[config.mk]
export PLATFORM = sky130hd
export DESIGN_NAME = numeric_text_to_fixed_parser_unit
export DESIGN_NICKNAME = d
export VERILOG_FILES = /design/src/hw/rtl/ntfp_pkg.sv /design/src/hw/rtl/ntfp_step.sv /design/src/hw/rtl/numeric_text_to_fixed_parser_unit.sv
export SDC_FILE = /design/constraint.sdc
export NUM_CORES = 2
export LEC_CHECK = 0
export BUFFER_PORTS_ARGS = -buffer_cell sky130_fd_sc_hd__clkbuf_2
export CAP_MARGIN = 20
export CORE_UTILIZATION = 35
export CTS_CLUSTER_DIAMETER = 40
export CTS_CLUSTER_SIZE = 25
export DETAILED_ROUTE_END_ITERATION = 6
export GPL_TIMING_DRIVEN = 0
export SYNTH_ARGS = -nofsm -noshare
export SYNTH_HDL_FRONTEND = slang
export SYNTH_SLANG_ARGS = --single-unit
[constraint.sdc]
create_clock -name clk -period 16.25 [get_ports clk]
set_clock_uncertainty 0.15 [all_clocks]
set_input_delay 1.625 -clock clk [delete_from_list [all_inputs] [get_ports clk]]
set_output_delay 1.625 -clock clk [all_outputs]
set_load 0.01 [all_outputs]
[src/hw/rtl/ntfp_pkg.sv]
// Shared types, constants and helper functions for the numeric text parser.
package ntfp_pkg;

    // Fixed-point format of the result
    localparam int FRAC_BITS = 16;
    localparam int INT_BITS  = 31;
    localparam int MAG_BITS  = INT_BITS + FRAC_BITS;
    localparam int OUT_BITS  = MAG_BITS + 1;
    // Magnitudes hold up to and including the cap
    localparam int MAGW      = MAG_BITS + 1;
    // Room for a magnitude times 3600 plus another magnitude
    localparam int SUMW      = MAGW + 14;

    typedef logic [MAGW-1:0] mag_t;
    typedef logic [SUMW-1:0] sum_t;

    localparam mag_t CAP = {1'b1, {MAG_BITS{1'b0}}};
    localparam logic [OUT_BITS-1:0] POS_LIMIT = {1'b0, {MAG_BITS{1'b1}}};
    localparam logic [OUT_BITS-1:0] NEG_LIMIT = {1'b1, {MAG_BITS{1'b0}}};

    localparam int HOUR_SCALE   = 3600;
    localparam int MINUTE_SCALE = 60;

    // Character codes
    localparam logic [7:0] CH_MINUS  = 8'h2D;
    localparam logic [7:0] CH_PLUS   = 8'h2B;
    localparam logic [7:0] CH_ZERO   = 8'h30;
    localparam logic [7:0] CH_NINE   = 8'h39;
    localparam logic [7:0] CH_LC_A   = 8'h61;
    localparam logic [7:0] CH_LC_F   = 8'h66;
    localparam logic [7:0] CH_UC_A   = 8'h41;
    localparam logic [7:0] CH_UC_F   = 8'h46;
    localparam logic [7:0] CH_LC_X   = 8'h78;
    localparam logic [7:0] CH_UC_X   = 8'h58;
    localparam logic [7:0] CH_POINT  = 8'h2E;
    localparam logic [7:0] CH_COMMA  = 8'h2C;
    localparam logic [7:0] CH_QUOTE  = 8'h27;
    localparam logic [7:0] CH_DQUOTE = 8'h22;
    localparam logic [7:0] CH_COLON  = 8'h3A;

    // Digit decode result for a byte that is no digit
    localparam logic [4:0] NO_DIGIT = 5'd16;

    // Fraction weight index saturates here; its weight is zero
    localparam logic [3:0] FRAC_IDX_LAST = 4'd9;

    typedef enum logic [2:0] {
        PH_START = 3'd0,
        PH_SEG   = 3'd1,
        PH_ZERO  = 3'd2,
        PH_INT   = 3'd3,
        PH_FRAC  = 3'd4,
        PH_DONE  = 3'd5
    } phase_t;

    typedef enum logic [1:0] {
        BASE_DEC = 2'd0,
        BASE_OCT = 2'd1,
        BASE_HEX = 2'd2
    } base_t;

    // Parser state carried from one character to the next
    typedef struct packed {
        phase_t     phase;
        logic       negative;
        base_t      base;
        mag_t       segment_value;
        mag_t       time_total;
        logic [3:0] frac_idx;
        logic       clamp;
    } parse_state_t;

    localparam parse_state_t STATE_INIT = '{
        phase:         PH_START,
        negative:      1'b0,
        base:          BASE_DEC,
        segment_value: '0,
        time_total:    '0,
        frac_idx:      '0,
        clamp:         1'b0
    };

    // Input and output words
    typedef struct packed {
        logic [7:0] char_code;
        logic       end_of_text;
    } in_word_t;

    typedef struct packed {
        logic signed [OUT_BITS-1:0] parsed_value;
        logic                       saturated;
    } out_word_t;

    // Q0.32 weight of the n-th fraction digit: 0.1 rounded, then (w+5)/10 each step
    function automatic logic [31:0] frac_weight(input logic [3:0] idx);
        logic [31:0] w;
        begin
            unique case (idx)
                4'd0:    w = 32'd429496730;
                4'd1:    w = 32'd42949673;
                4'd2:    w = 32'd4294967;
                4'd3:    w = 32'd429497;
                4'd4:    w = 32'd42950;
                4'd5:    w = 32'd4295;
                4'd6:    w = 32'd430;
                4'd7:    w = 32'd43;
                4'd8:    w = 32'd4;
                default: w = 32'd0;
            endcase
            return w;
        end
    endfunction

    // Value of a hex digit in any case, NO_DIGIT otherwise
    function automatic logic [4:0] digit_of(input logic [7:0] c);
        logic [4:0] d;
        begin
            if (c >= CH_ZERO && c <= CH_NINE)
                d = 5'(c - CH_ZERO);
            else if (c >= CH_LC_A && c <= CH_LC_F)
                d = 5'(c - CH_LC_A) + 5'd10;
            else if (c >= CH_UC_A && c <= CH_UC_F)
                d = 5'(c - CH_UC_A) + 5'd10;
            else
                d = NO_DIGIT;
            return d;
        end
    endfunction

    // Clip a wide sum to the cap
    function automatic mag_t clip_mag(input sum_t v);
        begin
            return (v > sum_t'(CAP)) ? CAP : mag_t'(v);
        end
    endfunction

endpackage

[src/hw/rtl/ntfp_step.sv]
// Next-state and result logic for one character or end word of the parser.
module ntfp_step
(
    input  ntfp_pkg::parse_state_t state,
    input  logic [7:0]             char_code,
    input  logic                   end_of_text,
    output ntfp_pkg::parse_state_t state_next,
    output ntfp_pkg::out_word_t    result
);

    ntfp_pkg::phase_t ph;
    ntfp_pkg::base_t  base;
    logic             consumed;
    logic             do_end;
    logic [4:0]       dig;
    logic [4:0]       radix;
    logic [3:0]       dec_dig;
    logic             is_dec;

    ntfp_pkg::sum_t   mul8;
    ntfp_pkg::sum_t   mul10;
    ntfp_pkg::sum_t   mul16;
    ntfp_pkg::sum_t   digit_add;
    ntfp_pkg::sum_t   int_sum;
    logic [35:0]      frac_prod;
    logic [35:0]      frac_term;
    ntfp_pkg::sum_t   frac_sum;
    ntfp_pkg::sum_t   seg_wide;
    ntfp_pkg::sum_t   hour_sum;
    ntfp_pkg::sum_t   min_sum;
    ntfp_pkg::sum_t   end_sum;
    ntfp_pkg::mag_t   end_mag;
    logic             end_clip;

    // Character decode
    assign dig     = ntfp_pkg::digit_of(char_code);
    assign is_dec  = (char_code >= ntfp_pkg::CH_ZERO) && (char_code <= ntfp_pkg::CH_NINE);
    assign dec_dig = 4'(char_code - ntfp_pkg::CH_ZERO);

    // Integer digit: value * radix + digit, radix products as shift-adds
    assign mul8      = ntfp_pkg::sum_t'(state.segment_value) << 3;
    assign mul16     = ntfp_pkg::sum_t'(state.segment_value) << 4;
    assign mul10     = (ntfp_pkg::sum_t'(state.segment_value) << 3)
                     + (ntfp_pkg::sum_t'(state.segment_value) << 1);
    assign digit_add = ntfp_pkg::sum_t'(dig[3:0]) << ntfp_pkg::FRAC_BITS;

    // Fraction digit: digit * weight, rounded to FRAC_BITS
    assign frac_prod = 36'(dec_dig) * 36'(ntfp_pkg::frac_weight(state.frac_idx));
    assign frac_term = (frac_prod + (36'd1 << (31 - ntfp_pkg::FRAC_BITS)))
                       >> (32 - ntfp_pkg::FRAC_BITS);
    assign frac_sum  = ntfp_pkg::sum_t'(state.segment_value) + ntfp_pkg::sum_t'(frac_term);

    // Hour and minute accumulation: 3600 = 4096 - 512 + 16, 60 = 64 - 4
    assign seg_wide = ntfp_pkg::sum_t'(state.segment_value);
    assign hour_sum = (seg_wide << 12) - (seg_wide << 9) + (seg_wide << 4)
                    + ntfp_pkg::sum_t'(state.time_total);
    assign min_sum  = (seg_wide << 6) - (seg_wide << 2)
                    + ntfp_pkg::sum_t'(state.time_total);

    // Final magnitude on the end word
    assign end_sum  = ntfp_pkg::sum_t'(state.segment_value)
                    + ntfp_pkg::sum_t'(state.time_total);
    assign end_clip = end_sum > ntfp_pkg::sum_t'(ntfp_pkg::CAP);
    assign end_mag  = ntfp_pkg::clip_mag(end_sum);

    // Result word, only meaningful on the end word
    always_comb
    begin
        result.saturated = state.clamp | end_clip;
        if (state.negative)
        begin
            result.parsed_value = $signed(ntfp_pkg::OUT_BITS'(0) - end_mag);
        end
        else if (end_mag == ntfp_pkg::CAP)
        begin
            result.parsed_value = $signed(ntfp_pkg::POS_LIMIT);
            result.saturated    = 1'b1;
        end
        else
        begin
            result.parsed_value = $signed(end_mag);
        end
    end

    // Parse step: phases fall through within one character
    always_comb
    begin
        state_next = state;
        ph         = state.phase;
        base       = state.base;
        consumed   = 1'b0;
        do_end     = 1'b0;
        radix      = 5'd10;
        int_sum    = mul10 + digit_add;

        // optional sign, first byte only
        if (ph == ntfp_pkg::PH_START)
        begin
            ph = ntfp_pkg::PH_SEG;
            if (char_code == ntfp_pkg::CH_MINUS)
            begin
                state_next.negative = 1'b1;
                consumed = 1'b1;
            end
            else if (char_code == ntfp_pkg::CH_PLUS)
            begin
                consumed = 1'b1;
            end
        end

        // leading zero selects octal or hex
        if (!consumed && ph == ntfp_pkg::PH_SEG)
        begin
            if (char_code == ntfp_pkg::CH_ZERO)
            begin
                ph = ntfp_pkg::PH_ZERO;
                consumed = 1'b1;
            end
            else
            begin
                ph = ntfp_pkg::PH_INT;
            end
        end

        if (!consumed && ph == ntfp_pkg::PH_ZERO)
        begin
            ph = ntfp_pkg::PH_INT;
            if (char_code == ntfp_pkg::CH_LC_X || char_code == ntfp_pkg::CH_UC_X)
            begin
                base = ntfp_pkg::BASE_HEX;
                consumed = 1'b1;
            end
            else
            begin
                base = ntfp_pkg::BASE_OCT;
            end
        end

        unique case (base)
            ntfp_pkg::BASE_OCT:
            begin
                radix   = 5'd8;
                int_sum = mul8 + digit_add;
            end
            ntfp_pkg::BASE_HEX:
            begin
                radix   = 5'd16;
                int_sum = mul16 + digit_add;
            end
            default:
            begin
                radix   = 5'd10;
                int_sum = mul10 + digit_add;
            end
        endcase

        // integer digits
        if (!consumed && ph == ntfp_pkg::PH_INT)
        begin
            if (dig < radix)
            begin
                state_next.segment_value = ntfp_pkg::clip_mag(int_sum);
                if (int_sum > ntfp_pkg::sum_t'(ntfp_pkg::CAP))
                    state_next.clamp = 1'b1;
            end
            else if (char_code == ntfp_pkg::CH_POINT || char_code == ntfp_pkg::CH_COMMA)
            begin
                state_next.frac_idx = '0;
                ph = ntfp_pkg::PH_FRAC;
            end
            else
            begin
                do_end = 1'b1;
            end
        end
        // fraction digits, always decimal
        else if (!consumed && ph == ntfp_pkg::PH_FRAC)
        begin
            if (is_dec)
            begin
                state_next.segment_value = ntfp_pkg::clip_mag(frac_sum);
                if (frac_sum > ntfp_pkg::sum_t'(ntfp_pkg::CAP))
                    state_next.clamp = 1'b1;
                if (state.frac_idx != ntfp_pkg::FRAC_IDX_LAST)
                    state_next.frac_idx = state.frac_idx + 4'd1;
            end
            else
            begin
                do_end = 1'b1;
            end
        end

        // segment terminator: hours, minutes, or end of parse
        if (do_end)
        begin
            if (char_code == ntfp_pkg::CH_QUOTE)
            begin
                state_next.time_total = ntfp_pkg::clip_mag(hour_sum);
                if (hour_sum > ntfp_pkg::sum_t'(ntfp_pkg::CAP))
                    state_next.clamp = 1'b1;
                state_next.segment_value = '0;
                state_next.frac_idx      = '0;
                base = ntfp_pkg::BASE_DEC;
                ph   = ntfp_pkg::PH_SEG;
            end
            else if (char_code == ntfp_pkg::CH_COLON || char_code == ntfp_pkg::CH_DQUOTE)
            begin
                state_next.time_total = ntfp_pkg::clip_mag(min_sum);
                if (min_sum > ntfp_pkg::sum_t'(ntfp_pkg::CAP))
                    state_next.clamp = 1'b1;
                state_next.segment_value = '0;
                state_next.frac_idx      = '0;
                base = ntfp_pkg::BASE_DEC;
                ph   = ntfp_pkg::PH_SEG;
            end
            else
            begin
                ph = ntfp_pkg::PH_DONE;
            end
        end

        state_next.phase = ph;
        state_next.base  = base;

        // end word: emit and start over
        if (end_of_text)
            state_next = ntfp_pkg::STATE_INIT;
    end

endmodule

[src/hw/rtl/numeric_text_to_fixed_parser_unit.sv]
// Top level of the numeric text parser: input register, parse state, result register.
//
//  channel | direction | word                   | handshake
//  --------+-----------+------------------------+---------------------
//  in      | input     | char_code, end_of_text | in_valid / in_ready
//  out     | output    | parsed_value, saturated| out_valid / out_ready
//
// One word per cycle while no end word is stalled: a word waits in the input
// register, then the parse step updates the state register in a single pass.
// An end word shows its result on out the cycle after it leaves
// the input register, through the result register.
// Character words never wait on the output; only an end word stalls while a
// previous result is still held in the result register.
// Reset (rst_n low) returns the parser to the start of a text and empties
// both registers.
module numeric_text_to_fixed_parser_unit
(
    input  logic                clk,
    input  logic                rst_n,
    input  logic                in_valid,
    output logic                in_ready,
    input  ntfp_pkg::in_word_t  in_data,
    output logic                out_valid,
    input  logic                out_ready,
    output ntfp_pkg::out_word_t out_data
);

    logic                   in_vld_reg;
    ntfp_pkg::in_word_t     in_word_reg;
    ntfp_pkg::parse_state_t state_reg;
    ntfp_pkg::parse_state_t state_next;
    ntfp_pkg::out_word_t    result;
    logic                   out_vld_reg;
    logic                   out_vld_next;
    ntfp_pkg::out_word_t    out_word_reg;
    logic                   step_go;
    logic                   emit;

    // Input stage advances unless an end word meets a full, stalled output
    assign step_go  = in_vld_reg &&
                      (!in_word_reg.end_of_text || !out_vld_reg || out_ready);
    assign emit     = step_go && in_word_reg.end_of_text;
    assign in_ready = !in_vld_reg || step_go;

    assign out_vld_next = emit ? 1'b1 : (out_ready ? 1'b0 : out_vld_reg);

    ntfp_step u_step
    (
        .state       (state_reg),
        .char_code   (in_word_reg.char_code),
        .end_of_text (in_word_reg.end_of_text),
        .state_next  (state_next),
        .result      (result)
    );

    // Control and parse state
    always_ff @(posedge clk or negedge rst_n)
    begin
        if (!rst_n)
        begin
            in_vld_reg  <= 1'b0;
            out_vld_reg <= 1'b0;
            state_reg   <= ntfp_pkg::STATE_INIT;
        end
        else
        begin
            if (in_ready)
                in_vld_reg <= in_valid;
            if (step_go)
                state_reg <= state_next;
            out_vld_reg <= out_vld_next;
        end
    end

    // Payload registers
    always_ff @(posedge clk)
    begin
        if (in_ready && in_valid)
            in_word_reg <= in_data;
        if (emit)
            out_word_reg <= result;
    end

    assign out_valid = out_vld_reg;
    assign out_data  = out_word_reg;

endmodule

==> reports/results.txt <==
Outcome: complete, but fails checks
Failing checks: design-rule violations
Cts bufs inserted: 17
Max reg flops: 105
Pre-antenna DRT Iters: 7
Post-synthesis register bit count: 165
Compound-Gate Fraction of Synth Area: 31.51%
Mapped Area: 37800 um^2
Synth top area share: 13.41%
Sum Neg Setup Slack: 0 ns
Initial antenna violation count: 2
Largest net degree at the start of global routing: 60
# IOs: 64
First-pass GRT wire length: 256000 um
Endpoints failing setup: 0
Crit path launch type: register
Share of cells above drive strength 1: 3.890%
Worst reg2reg path depth: 42
Post-route ant nets: 0
Hold Path Class: reg2reg
Initial Util: 35.31%
Slew Viols, Final: 0
Adder-cell share of the synthesized area: 18.23%
Hold buffers post-CTS: 0
Number of global-route vias before repair: 40220
Die width: 330.6 um
Max-Cap Viols: 0
GRT overflow: 0
CTS sink count: 165
Worst-path clk slew: 0.09 ns
Largest family of logic cells by synthesized area: compound AO/OA/AOI/OAI gates
Final WL: 174200 um
Post-synth EDFFs: 58
Root Driver: clkbuf_16
Area grow syn2layout: 7.518%
Total GRT Usage: 31.24%
Nets: 5792
Core ar.: 107100 um^2
Syn nets: 5698
Clock Tree Buf Depth: 2
Final worst path period share: 79.73%
Resize count post-CTS: 0
Worst-skew pair later-pin latency: 0.53 ns
RSZ-0062 raised after global routing: false
CTS tree: built
Slew @ Worst Pin: 1.238 ns
Relative slew slack: 16.80%
Dpl hpwl: 141900 um
H-tree level count: 4
Post-synthesis sequential area ratio: 11.69%
Synthesis Warnings: 0
Final hold violations: 0
Leading post-synthesis cells by cell area: ha_1 (13%), dfrtp_1 (7.1%), xnor2_1 (6.3%)
Top_reg_cell synth: dfrtp_1
Library cells used by synthesis: 102
Cell taking the most area after synthesis: ha_1
Syn avg cell area: 7.284 um^2
CP max FO: 10
DR WL/cell: 25.99 um
WHS Path Cells: 2
DR vias: 42110
Max Clk Rate: 77.19 MHz
WP data arrival: 13.23 ns
Post-CTS Setup Inserts: 0
Xor and xnor fraction of the mapped netlist area: 8.805%
Die area: 109300 um^2
WP data required: 16.52 ns
WS Path Type: reg2reg
Gpl congestion: 1.049
Die span in y: 330.6 um
Crit path largest cell delay: 0.76 ns
DRC viols: 10
CP endpoint kind: register
Port bufs: 63
Simple-gate area share of the yosys netlist: 22.73%
Cells after Synth: 5189
Via density: 6.283
Fin crit period: 12.96 ns
Asr flop ratio synth: 64.85%
Slowest-stage cell, CP: a21oi_1
Standard-cell rows: 120
Post-synthesis mux area share: 0.9666%
DRT iter0 DRCs: 4629
-- final timing paths --
path / startpoint / end / slack, ns
max: state_reg[2]$_DFFE_PN0P_ / state_reg[91]$_DFFE_PN0P_ / 3.29
max reg2reg: state_reg[2]$_DFFE_PN0P_ / state_reg[91]$_DFFE_PN0P_ / 3.29
max in group asynchronous: rst_n / state_reg[89]$_DFFE_PN0P_ / 14.31
min reg2reg: state_reg[101]$_DFFE_PN0P_ / state_reg[101]$_DFFE_PN0P_ / 0.35
min: state_reg[101]$_DFFE_PN0P_ / state_reg[101]$_DFFE_PN0P_ / 0.35
min in group asynchronous: rst_n / in_vld_reg$_DFFE_PN0N_ / 0.92
-- per-stage QoR --
step,utilization [%],instances,cell area (um^2),hold WS (ns),worst slack [ns]
2_1_floorplan,-,5189,37800,0.3005,6.843
3_3_place_gp,37.24,6655,39870,0.3119,3.118
3_5_place_dp,37.37,6665,40010,0.3314,3.681
4_1_cts,37.94,6697,40620,0.3480,3.637
5_1_grt,37.95,6699,40630,0.3640,2.789
6_report,37.96,6702,40640,0.3468,3.295
-- cells in the final DEF, fill, tap and decap left out, types with 61 or more instances in the layout --
cell type / netlist / layout
a211oi_1: 78 / 77
and2_1: 71 / 71
nor2_1: 387 / 386
o21a_1: 61 / 61
clkbuf_2: 0 / 62
and3_1: 63 / 63
a21o_1: 225 / 225
a21oi_1: 460 / 460
inv_1: 319 / 319
nand3_1: 174 / 174
dfrtp_1: 107 / 107
xor2_1: 106 / 106
o21ai_0: 315 / 315
ha_1: 405 / 405
fa_1: 91 / 91
nand2_1: 416 / 416
clkbuf_1: 246 / 246
xnor2_1: 274 / 274
a31oi_1: 73 / 73
nand2b_1: 62 / 62
nor3_1: 151 / 151
nand4_1: 104 / 104
-- worst max-delay path, delay by kind of cell (launching register included) --
kind                       cells  cell delay, ns
xor gates and xnor gates       1            0.14
buffers and inverters          6            1.96
adders and majority gates      6            2.11
DFF                            1            0.44
and+or+nand+nor               13            3.84
AOI/OAI and AO/OA             16            4.18
-- synthesized netlist by cell type (all sizes together) (26+ instances only) --
master,instances
a21oi,460
nand2b,62
o211ai,46
nor3,152
buf,26
a22oi,43
nand3,174
fa,91
nand2,416
o21ai,331
nor4,61
xor2,106
o21a,61
nor2,387
ha,405
inv,321
a21o,225
o21bai,51
a221oi,48
and2,74
dfrtp,107
xnor2,274
nor2b,44
edfxtp,58
a31oi,73
or2,28
nand4,105
and3,63
clkbuf,246
o31ai,43
o22ai,29
mux2i,32
a211oi,82
or3,58
-- metal layers --
metal	GRT usage [%]	vias up	wire length, um
li1	-	19500	-
met2	50.94	2125	78670
met3	5.701	546	14470
met4	17.95	0	10870
met5	0	-	0
met1	38.47	19940	70160
-- area by class of cell --
type	instances	area (um^2)
antenna	3	7.507
buffer	272	1055
clock buffer	18	439.2
clock inverter	14	172.7
fill	11440	66410
inverter	330	1239
multi-input combinational	4422	31120
sequential	165	4419
tap	1403	1755
timing repair buffer	75	435.4
-- kinds of logic after synthesis --
kind of cell,count (synthesis)
compound gates,1788
xor+xnor,380
fa+ha+maj,496
buf+inv,602
flops,165
mux,36
simple gates,1722
Power is left out: the tool's default activity adds up to more than one toggle a clock period on the data nets, which glitch-free logic cannot reach.
